$ cat src/sv/mnps_pkg.sv
`timescale 1ns / 1ps
`default_nettype none

package mnps_pkg;

    // default number of held-note entries
    localparam int DEF_STACK_DEPTH = 16;

    localparam int NOTE_W  = 7;
    localparam int COUNT_W = 5;

    // transaction modes
    typedef enum logic [1:0] {
        MODE_NOTE_ON  = 2'd0,
        MODE_NOTE_OFF = 2'd1,
        MODE_CLEAR    = 2'd2,
        MODE_UNUSED   = 2'd3
    } mode_t;

    typedef struct packed {
        logic [1:0]        mode;
        logic [NOTE_W-1:0] note;
        logic              accent;
    } in_t;

    typedef struct packed {
        logic [NOTE_W-1:0]  front_note;
        logic               front_accent;
        logic [COUNT_W-1:0] held_count;
        logic               any_held;
        logic               release_found;
    } out_t;

    // one stack entry
    typedef struct packed {
        logic              accent;
        logic [NOTE_W-1:0] note;
    } entry_t;

endpackage

`default_nettype wire

$ cat src/sv/mono_note_priority_stack_unit.sv
`timescale 1ns / 1ps
`default_nettype none

// channel   dir  handshake            payload
// s_        in   s_valid / s_ready    s_data  (mode, note, accent)
// m_        out  m_valid / m_ready    m_data  (front_note, front_accent, held_count,
//                                              any_held, release_found)
//
// one transaction at a time; s_ready is high only in the idle state
// note-on: read/write move pass toward the back, front write, then front read
// note-off: search from the oldest, move the entries behind the match toward the front, then front read
// clear: no memory access; unused mode: front read only
// aresetn (synchronous, active low) clears the count and control; memory is not cleared
// a stalled result holds in the output register; the next transaction then waits to finish

module mono_note_priority_stack_unit
    import mnps_pkg::*;
#(
    parameter int STACK_DEPTH = DEF_STACK_DEPTH
) (
    input  wire logic aclk,
    input  wire logic aresetn,
    input  wire in_t  s_data,
    input  wire logic s_valid,
    output logic      s_ready,
    output out_t      m_data,
    output logic      m_valid,
    input  wire logic m_ready
);

    localparam int AW  = (STACK_DEPTH > 1) ? $clog2(STACK_DEPTH) : 1;
    localparam int CW  = $clog2(STACK_DEPTH + 1);
    localparam int CW1 = CW + 1;

    // sequencer states
    typedef enum logic [7:0] {
        ST_IDLE     = 8'b0000_0001,
        ST_SRCH_RD  = 8'b0000_0010,  // read entry under search pointer
        ST_SRCH_CMP = 8'b0000_0100,  // compare pitch
        ST_MV_RD    = 8'b0000_1000,  // read source entry of a move
        ST_MV_WR    = 8'b0001_0000,  // write it one place over
        ST_PUSH_WR  = 8'b0010_0000,  // write new note at the front
        ST_FRONT_RD = 8'b0100_0000,  // read the front entry
        ST_DONE     = 8'b1000_0000   // load the result register
    } state_t;

    state_t          state_reg, state_next;
    logic [CW-1:0]   count_reg, count_next;
    logic [AW-1:0]   ptr_reg, ptr_next;
    logic            mv_up_reg, mv_up_next;     // 1: move toward front (note-off)
    logic            found_reg, found_next;
    in_t             item_reg;
    out_t            m_data_reg;
    logic            m_valid_reg, m_valid_next;

    // entry memory, one read and one write port
    entry_t          mem [STACK_DEPTH];
    entry_t          rd_data_reg;
    logic            rd_en, wr_en;
    logic [AW-1:0]   rd_addr, wr_addr;
    entry_t          wr_data;

    logic            full;
    logic [CW1-1:0]  ptr_p1, ptr_p2;
    logic [AW-1:0]   push_last;
    logic [CW+4:0]   count_wide;

    assign full      = (count_reg == CW'(STACK_DEPTH));
    assign ptr_p1    = CW1'(ptr_reg) + CW1'(1);
    assign ptr_p2    = CW1'(ptr_reg) + CW1'(2);
    assign push_last = full ? AW'(STACK_DEPTH - 1) : AW'(count_reg);
    assign count_wide = {5'd0, count_reg};

    assign s_ready = (state_reg == ST_IDLE);
    assign m_valid = m_valid_reg;
    assign m_data  = m_data_reg;

    always_ff @(posedge aclk) begin
        if (wr_en) begin
            mem[wr_addr] <= wr_data;
        end
        if (rd_en) begin
            rd_data_reg <= mem[rd_addr];
        end
    end

    always_comb begin
        state_next   = state_reg;
        count_next   = count_reg;
        ptr_next     = ptr_reg;
        mv_up_next   = mv_up_reg;
        found_next   = found_reg;
        m_valid_next = m_valid_reg;
        rd_en        = 1'b0;
        rd_addr      = ptr_reg;
        wr_en        = 1'b0;
        wr_addr      = ptr_reg;
        wr_data      = rd_data_reg;

        if (m_valid_reg && m_ready) begin
            m_valid_next = 1'b0;
        end

        case (state_reg)
            ST_IDLE: begin
                if (s_valid) begin
                    found_next = 1'b0;
                    case (mode_t'(s_data.mode))
                        MODE_NOTE_ON: begin
                            if (count_reg == '0) begin
                                state_next = ST_PUSH_WR;
                            end else begin
                                ptr_next   = push_last;
                                mv_up_next = 1'b0;
                                state_next = ST_MV_RD;
                            end
                        end
                        MODE_NOTE_OFF: begin
                            if (count_reg == '0) begin
                                state_next = ST_FRONT_RD;
                            end else begin
                                ptr_next   = AW'(count_reg - CW'(1));
                                state_next = ST_SRCH_RD;
                            end
                        end
                        MODE_CLEAR: begin
                            count_next = '0;
                            state_next = ST_DONE;
                        end
                        default: begin
                            state_next = ST_FRONT_RD;
                        end
                    endcase
                end
            end
            ST_SRCH_RD: begin
                rd_en      = 1'b1;
                state_next = ST_SRCH_CMP;
            end
            ST_SRCH_CMP: begin
                if (rd_data_reg.note == item_reg.note) begin
                    found_next = 1'b1;
                    if (ptr_p1 < {1'b0, count_reg}) begin
                        mv_up_next = 1'b1;
                        state_next = ST_MV_RD;
                    end else begin
                        count_next = count_reg - CW'(1);
                        state_next = ST_FRONT_RD;
                    end
                end else if (ptr_reg == '0) begin
                    state_next = ST_FRONT_RD;
                end else begin
                    ptr_next   = ptr_reg - AW'(1);
                    state_next = ST_SRCH_RD;
                end
            end
            ST_MV_RD: begin
                rd_en      = 1'b1;
                rd_addr    = mv_up_reg ? (ptr_reg + AW'(1)) : (ptr_reg - AW'(1));
                state_next = ST_MV_WR;
            end
            ST_MV_WR: begin
                wr_en = 1'b1;
                if (mv_up_reg) begin
                    // close the gap left by the released note
                    if (ptr_p2 < {1'b0, count_reg}) begin
                        ptr_next   = ptr_reg + AW'(1);
                        state_next = ST_MV_RD;
                    end else begin
                        count_next = count_reg - CW'(1);
                        state_next = ST_FRONT_RD;
                    end
                end else begin
                    // open a slot at the front, oldest falls off when full
                    if (ptr_reg == AW'(1)) begin
                        state_next = ST_PUSH_WR;
                    end else begin
                        ptr_next   = ptr_reg - AW'(1);
                        state_next = ST_MV_RD;
                    end
                end
            end
            ST_PUSH_WR: begin
                wr_en          = 1'b1;
                wr_addr        = '0;
                wr_data.note   = item_reg.note;
                wr_data.accent = item_reg.accent;
                if (!full) begin
                    count_next = count_reg + CW'(1);
                end
                state_next = ST_FRONT_RD;
            end
            ST_FRONT_RD: begin
                rd_en      = (count_reg != '0);
                rd_addr    = '0;
                state_next = ST_DONE;
            end
            ST_DONE: begin
                if (!m_valid_reg || m_ready) begin
                    m_valid_next = 1'b1;
                    state_next   = ST_IDLE;
                end
            end
            default: begin
                state_next = ST_IDLE;
            end
        endcase
    end

    always_ff @(posedge aclk) begin
        if (!aresetn) begin
            state_reg   <= ST_IDLE;
            count_reg   <= '0;
            ptr_reg     <= '0;
            mv_up_reg   <= 1'b0;
            found_reg   <= 1'b0;
            m_valid_reg <= 1'b0;
        end else begin
            state_reg   <= state_next;
            count_reg   <= count_next;
            ptr_reg     <= ptr_next;
            mv_up_reg   <= mv_up_next;
            found_reg   <= found_next;
            m_valid_reg <= m_valid_next;
        end
    end

    // captured transaction and result payload
    always_ff @(posedge aclk) begin
        if (s_valid && s_ready) begin
            item_reg <= s_data;
        end
        if (state_reg == ST_DONE && (!m_valid_reg || m_ready)) begin
            m_data_reg.any_held      <= (count_reg != '0);
            m_data_reg.front_note    <= (count_reg != '0) ? rd_data_reg.note : '0;
            m_data_reg.front_accent  <= (count_reg != '0) ? rd_data_reg.accent : 1'b0;
            m_data_reg.held_count    <= count_wide[4:0];
            m_data_reg.release_found <= found_reg;
        end
    end

    // count never passes the depth
    assert property (@(posedge aclk) disable iff (!aresetn)
        count_reg <= CW'(STACK_DEPTH))
        else $error("held count above stack depth");

    // search pointer stays among held entries
    assert property (@(posedge aclk) disable iff (!aresetn)
        (state_reg == ST_SRCH_RD || state_reg == ST_SRCH_CMP) |-> (CW'(ptr_reg) < count_reg))
        else $error("search pointer outside held entries");

    // a clear leaves nothing held
    assert property (@(posedge aclk) disable iff (!aresetn)
        (state_reg == ST_DONE && item_reg.mode == MODE_CLEAR) |-> (count_reg == '0))
        else $error("clear left entries held");

    // an empty result carries a zero front note
    assert property (@(posedge aclk) disable iff (!aresetn)
        (m_valid_reg && !m_data_reg.any_held) |->
            (m_data_reg.front_note == '0 && !m_data_reg.front_accent))
        else $error("front note set with nothing held");

    // found only on a note-off result
    assert property (@(posedge aclk) disable iff (!aresetn)
        (state_reg == ST_DONE && found_reg) |-> (item_reg.mode == MODE_NOTE_OFF))
        else $error("release found on a non note-off transaction");

endmodule

`default_nettype wire

$ cat config.mk
export PLATFORM = sky130hd
export DESIGN_NAME = mono_note_priority_stack_unit
export DESIGN_NICKNAME = d
export VERILOG_FILES = /design/src/sv/mnps_pkg.sv /design/src/sv/mono_note_priority_stack_unit.sv
export SDC_FILE = /design/constraint.sdc
export NUM_CORES = 1
export LEC_CHECK = 0
export ABC_AREA = 0
export ABC_CLOCK_PERIOD_IN_PS = 3050
export BUFFER_PORTS_ARGS = -buffer_cell sky130_fd_sc_hd__buf_2
export CAP_MARGIN = 15
export CORE_ASPECT_RATIO = 1.2
export CORE_UTILIZATION = 55
export CTS_CLUSTER_SIZE = 24
export DETAILED_ROUTE_END_ITERATION = 6
export PLACE_DENSITY = 0.77
export SLEW_MARGIN = 10
export SYNTH_ARGS = -nofsm -noshare
export SYNTH_HDL_FRONTEND = slang
export SYNTH_SLANG_ARGS = --single-unit
export TNS_END_PERCENT = 100
$ cat constraint.sdc
create_clock -name aclk -period 3.05 [get_ports aclk]
set_clock_uncertainty 0.05 [all_clocks]
set_input_delay 0.1525 -clock aclk [delete_from_list [all_inputs] [get_ports aclk]]
set_output_delay 0.1525 -clock aclk [all_outputs]
set_load 0.03 [all_outputs]
==> parameters.txt, run 1 <==
Parameter                              Value

Synth
  Post-Syn Nets    714
  Area share of the leading cell type in the synthesized netlist    56.3%
  Post-synth EDFFs    159
  Mean cell area of the mapped netlist    12.4 µm²
  Compound-cell area share of the yosys netlist    15.9%
  Summed instance area of the synthesized netlist    8480 µm²
  Dominant combinational cell family by area after synthesis    compound AO/OA/AOI/OAI gates
  Sequential share of the synthesized area    61.0%
  Multiplexer fraction of the synthesized cell area    4.28%
  Count of mapped cells out of synthesis    682
  Synth Area in Adders    2.66%
  Synth async-reset ratio    0%
  Synth Area in Simple Gates    10.3%
  XOR/XNOR Fraction of Synth Area    1.34%
  Most instantiated cells after synthesis    edfxtp_1, a211oi_1, inv_1, nor2_1, nand2_1
  Synth warnings    0
  Number of register bits inferred by synthesis    179
  Most frequent cell after synthesis    edfxtp_1
  Main synth FF type    edfxtp_1
  Number of unique standard cell types used by synthesis    63
  Area leader, netlist    edfxtp_1
  Dominant cells by area after synthesis    edfxtp_1, a211oi_1, dfxtp_1

Cells and area
  Number of nets at the end of the flow    787
  Synth-to-Final Area Change    15.9%
  Final-layout fill cell count    1081
  Flip-flop count of the largest register after layout    128
  Share of post-route cells with drive strength above 1    17.7%
  Fin util    65.4%
  Count of inserted antenna diode cells    0

Floorplan
  Core region area    15000 µm²
  Floorplan die area    15900 µm²
  Height of the chip    138 µm
  I/O pins    31
  Die extent in x    115 µm
  Number of placement rows    49
  Starting Density    56.4%

Global route
  Initial antenna violation count    0
  Total overflow reported by the global router    0
  Largest net degree at the start of global routing    65
  Vias in the first global route    5754
  GR Util All Layers    27.0%
  Global-route wire length before repair    31.4 mm

Critical path
  Kind of critical path    reg -> reg
  Worst reg-to-reg setup slack    0.13 ns
  Last element of the critical path    rd_data_reg[7]$_DFFE_PP_
  Critical Path End Type    register
  Required arrival time at the worst endpoint    3.17 ns
  Crit path arrival time    3.04 ns
  Crit path launch    ptr_reg[1]$_SDFFE_PN0P_
  Maximum fanout along the worst path    9
  Beginning of the worst register-to-register path    ptr_reg[1]$_SDFFE_PN0P_
  Launching element type of the critical path    register
  Reg2reg path depth    10
  End of the worst register-to-register path    rd_data_reg[7]$_DFFE_PP_

Timing
  Fmax    0.343 GHz
  Setup repair after global routing missed its margin    false
  Final period demand of the worst path    2.92 ns
  # setup viols final    0
  Final Hold Fails    0
  Slew margin rel.    50.4%
  Sum of negative setup slack    0 ns
  Pin slew with the least headroom to its limit    0.741 ns
  Fraction of the cycle the final worst path needs    95.7%
  Slew Limit Fails    0

CTS
  CTS tree    built
  Clock transition at the register clock pins on the worst setup and hold paths after CTS    0.07 ns
  CTS Buffer Depth    2
  Clk Tree Root Cell    clkbuf_16
  Htree depth    4
  TritonCTS Buffers    17
  TritonCTS Sinks    179
  Insertion delay to the later sink of the worst-skew pair    0.44 ns

Pwr
  Power per cell area    536 nW/µm²
  Leakage power summed over all cells    0.00346 µW
  Max VDD drop    0.495 mV

Route
  Vias    6017
  Average vias per placed instance    6.19
  Detail-routed net length per standard cell    21.0 µm
  Routed wire length    20.4 mm
  Count of routing violations after the opening detailed-route iteration    635
  DR pass1 iterations    7
  ANT nets after route    0
  Remaining DRCs    4

Placement
  Estimated wirelength of the detail-placed design    14.0 mm
  Input/output buffers    30
  Last weighted congestion value of the routability-driven placer    1.00

Status
  Result of the run    finished, violations left
  Violations in the final reports    DRC

Flow run
  Maxcap violations    0

Worst hold path
  Type of the most critical hold path    in -> reg
==> how the worst min path moves through the flow <==
stage               from                        end  slack [ns]  cells past startpoint
6_report       s_data[9]  state_reg[1]$_SDFFE_PN0P_        0.08                      3
4_1_cts        s_data[9]  state_reg[1]$_SDFFE_PN0P_        0.05                      3
2_1_floorplan  s_data[0]      item_reg[0]$_DFFE_PP_        0.20                      0
5_1_grt        s_data[9]  state_reg[1]$_SDFFE_PN0P_        0.11                      3
3_3_place_gp   s_data[3]      item_reg[3]$_DFFE_PP_        0.28                      1
3_5_place_dp   s_data[2]      item_reg[2]$_DFFE_PP_        0.28                      1
==> worst max-delay path: stages (launching register included) <==
cell and delay, ns:
dfxtp_1 0.34, inv_1 0.07, buf_4 0.17, ha_1 0.23
mux2_2 0.32, nand4_1 0.10, a21oi_1 0.09, a21oi_2 0.39
buf_4 0.24, a2111oi_0 0.09, or4_1 0.57
==> logic make-up after synthesis <==
| group | count (synthesis) |
|---|---|
| xor gates and xnor gates | 13 |
| adders and majority gates | 18 |
| AOI/OAI and AO/OA | 177 |
| buffers and inverters | 90 |
| DFF | 179 |
| muxes | 36 |
| and+or+nand+nor | 169 |
==> layout by cell type (no fill, tap or decap), types with 3 or more instances in the layout <==
master / n
and3_1: 8
nand2_1: 41
ha_1: 18
buf_4: 55
buf_2: 30
clkinv_2: 4
buf_12: 3
nor3_1: 13
nand2b_1: 7
xnor2_1: 9
nand3_1: 11
mux2i_1: 34
dlygate4sd3_1: 11
a221oi_1: 3
nor2b_1: 14
dfxtp_1: 20
o221ai_1: 3
edfxtp_1: 159
a21oi_1: 20
nor2_1: 43
xor2_1: 4
a211oi_1: 67
a311oi_1: 4
clkbuf_16: 17
or4_1: 9
inv_1: 44
o21ai_0: 13
o21a_1: 3
nand4_1: 4
a21o_1: 4
or2_2: 3
a2111oi_0: 32
==> per-layer routing <==
layer | up-vias | wire length (µm) | GRT usage, %
met3 | 48 | 1440 | 4.81
met5 | - | 0 | 0
met4 | 0 | 758 | 14.7
met1 | 2863 | 8250 | 34.4
li1 | 2791 | - | -
met2 | 315 | 9960 | 43.8
==> through the flow <==
step	total power, µW	hold slack [ns]	area (µm²)	std cells	worst slack, ns
floorplan	3070	0.201	8480	682	0.00139
global placement	3200	0.281	9150	928	0.173
detailed placement	3210	0.281	9150	928	0.110
CTS	5260	0.0497	9820	971	0.0796
global route	5420	0.111	9820	972	0.0327
finish	5260	0.0798	9820	972	0.131
==> what timing repair did <==
action                     4_1_cts  5_1_grt
buffers inserted                 0        1
gates resized for setup          0        1
hold endpoints to repair        14        0
hold buffers                    11        0
setup endpoints to repair        0        8
==> layout make-up <==
cell class | instances | area, µm² | share of cell area (%)
repair buffers | 99 | 733 | 7.46
clock buffers | 18 | 429 | 4.37
flip-flops and latches | 179 | 5170 | 52.7
clock inverters | 14 | 131 | 1.34
well taps | 204 | 255 | 2.60
inverters | 45 | 169 | 1.72
multi-input cells | 413 | 2930 | 29.8
==> power breakdown <==
group	internal, µW	switching (µW)	total (µW)
Clock	1130	943	2080
Combinational	160	303	463
Sequential	2690	33.9	2720
Total	3980	1280	5260
Power figures use the tool's default switching activity.
==> run 2: changes to the inputs <==
--- a/config.mk
+++ b/config.mk
@@ -13,7 +13,8 @@
 export CORE_UTILIZATION = 55
 export CTS_CLUSTER_SIZE = 24
 export DETAILED_ROUTE_END_ITERATION = 6
-export PLACE_DENSITY = 0.77
+export MAX_ROUTING_LAYER = met4
+export PLACE_DENSITY = 0.78
 export SLEW_MARGIN = 10
 export SYNTH_ARGS = -nofsm -noshare
 export SYNTH_HDL_FRONTEND = slang
==> parameters.txt, run 2 (synthesis results as in run 1) <==
Parameter                              Value

Critical path
  Crit path arrival time    3.05 ns (about the same)
  Slowest stage delay, CP    0.44 ns (-0.13 ns)
  Critical Path End Type    register
  Worst-path cell with the longest stage delay    nor4_4
  Launching element type of the critical path    register
  Kind of critical path    reg -> reg
  Maximum fanout along the worst path    16 (+7)
  Critical path cell sequence    nor4_4, a22o_1, a21o_2, buf_4, mux2i_1, a2111oi_0, buf_4, or4_1
  Most Frequent Cell on Critical Path    buf_4
  Required arrival time at the worst endpoint    3.16 ns (about the same)

Route
  Remaining DRCs    0 (-4)
  Count of routing violations after the opening detailed-route iteration    745 (+17%)
  ANT nets after route    0 (unchanged)
  DR pass1 iterations    5 (-2)
  Routed wire length    21.1 mm (+3.6%)
  Vias    6116 (+1.6%)
  Detail-routed net length per standard cell    21.8 µm (+3.7%)
  Average vias per placed instance    6.30 (+1.8%)

Placement
  Estimated wirelength of the detail-placed design    14.7 mm (+4.5%)
  Input/output buffers    30 (unchanged)
  Last weighted congestion value of the routability-driven placer    0.961 (-4.2%)

Timing
  Final period demand of the worst path    2.94 ns (+0.0196 ns)
  # setup viols final    0 (unchanged)
  Fraction of the cycle the final worst path needs    96.3% (+0.64 points)
  Final Hold Fails    0 (unchanged)
  Pin slew with the least headroom to its limit    0.770 ns (+0.0295 ns)
  Sum of negative setup slack    0 ns (unchanged)
  Slew Limit Fails    0 (unchanged)
  Slew margin rel.    48.5% (-2.0 points)
  Fmax    0.340 GHz (-0.67%)

Global route
  Global-route wire length before repair    32.7 mm (+4.2%)
  Initial antenna violation count    0 (unchanged)
  GR Util All Layers    28.9% (+1.9 points)
  Total overflow reported by the global router    0 (unchanged)
  Largest net degree at the start of global routing    65 (unchanged)
  Vias in the first global route    6003 (+4.3%)

Pwr
  Combinational fraction of design power    9.0% (+0.2 points)
  Power per cell area    537 nW/µm² (+0.25%)
  Switch Pwr    1300 µW (+1.5%)
  Leakage power summed over all cells    0.00347 µW (+0.12%)
  Internal power consumption    3990 µW (+0.16%)
  Proportion of power drawn by flip-flops and latches    51.5% (-0.2 points)
  Power, Total    5290 µW (+0.48%)
  Share of power burned in the clock network    39.5% (about the same)
  Max VDD drop    0.343 mV (-31%)
  Switching share of total power    24.6% (+0.24 points)

Cells and area
  Flip-flop count of the largest register after layout    128 (unchanged)
  Commonest cells after routing, fill and taps aside    edfxtp_1, a211oi_1, buf_4, inv_1, nor2_1
  Final-layout fill cell count    1100 (+1.8%)
  Share of post-route cells with drive strength above 1    18.3% (+0.54 points)
  Count of inserted antenna diode cells    0 (unchanged)
  Synth-to-Final Area Change    16.2%
  Leading cell type in the layout, fill and taps excluded    edfxtp_1
  Number of nets at the end of the flow    786 (-0.13%)

Status
  Result of the run    finished clean

CTS
  Buffers inserted by post-CTS timing repair    0 (unchanged)
  Insertion delay to the later sink of the worst-skew pair    0.43 ns (about the same)
  TritonCTS Buffers    17 (unchanged)
  Htree depth    4 (unchanged)
  Clock transition at the register clock pins on the worst setup and hold paths after CTS    0.07 ns (about the same)
  TritonCTS Sinks    179 (unchanged)
  CTS Buffer Depth    2 (unchanged)
  CTS tree    built
  Clk Tree Root Cell    clkbuf_16

Flow run
  Maxcap violations    0 (unchanged)

Floorplan
  Core region area    15000 µm² (unchanged)
  Die extent in x    115 µm (unchanged)
  I/O pins    31 (unchanged)
  Floorplan die area    15900 µm² (unchanged)
  Height of the chip    138 µm (unchanged)
  Starting Density    56.4% (unchanged)
  Number of placement rows    49 (unchanged)

Worst hold path
  Type of the most critical hold path    in -> reg
[run 2: cell count changes in the layout (fill, tap and decap cells not counted), sizes merged]
cell	before	now
clkbuf	18	19
buf	88	87
clkinvlp	2	3
clkinv	9	5
inv	47	49
[run 2: worst max-delay path, delay by kind of cell, from the launching register on]
family | cells | cell delay (ns)
buf+inv | 2 | 0.43
compound gates | 3 | 0.57
mux | 1 | 0.39
simple gates | 2 | 0.87
flops | 1 | 0.36
[run 2: layer usage]
layer  GRT usage [%]  routed length (µm)  vias to the layer above
li1                -                   -                     2780
met1            34.4                8370                     2937
met2            45.8               10300                      320
met3            4.37                1320                       79
met4            19.3                1150                        0
met5               -                   0                        -
[run 2: path summary, 6_finish.rpt]
path,start,to,slack [ns],cells after the start
worst max-delay path,state_reg[0]$_SDFFE_PN1P_,rd_data_reg[1]$_DFFE_PP_,0.11,8
worst min-delay path,s_data[9],state_reg[1]$_SDFFE_PN0P_,0.08,3
worst max register to register,state_reg[0]$_SDFFE_PN1P_,rd_data_reg[1]$_DFFE_PP_,0.11,8
worst min register to register,found_reg$_SDFFE_PN0P_,m_data[0]$_DFFE_PP_,0.39,0
[run 2: layout make-up]
cell class	instances	area, µm²	share of cell area [%]
Inverter	45	169	1.72
Tap cell	204	255	2.59
Timing Repair Buffer	98	713	7.24
Multi-Input combinational cell	413	2980	30.2
Clock buffer	19	433	4.40
Clock inverter	13	124	1.26
Sequential cell	179	5170	52.6
[run 2: per-stage QoR]
| step | cell area, µm² | utilization [%] | setup WS [ns] | hold slack, ns | cells |
|---|---|---|---|---|---|
| after detailed placement | 9130 | 60.8 | 0.0680 | 0.281 | 928 |
| after global routing | 9850 | 65.6 | -0.0782 | 0.0898 | 971 |
| after global placement | 9130 | 60.8 | 0.132 | 0.281 | 928 |
| after floorplan | 8480 | - | 0.00139 | 0.201 | 682 |
| after CTS | 9800 | 65.2 | 0.00513 | 0.0573 | 971 |
| final | 9850 | 65.6 | 0.112 | 0.0783 | 971 |
[run 2: repair_timing]
| action | 4_1_cts | 5_1_grt |
|---|---|---|
| hold buffers | 11 | 0 |
| endpoints found under the setup margin | 0 | 9 |
| endpoints found under the hold margin | 14 | 0 |
| resized for setup | 0 | 14 |
[run 2: power groups by stage]
stage	Combinational [µW]	Sequential (µW)	Clock, µW
2_1_floorplan	302	2770	0
3_3_place_gp	436	2770	0
3_5_place_dp	446	2770	0
4_1_cts	461	2720	2100
5_1_grt	522	2730	2190
6_report	476	2720	2090
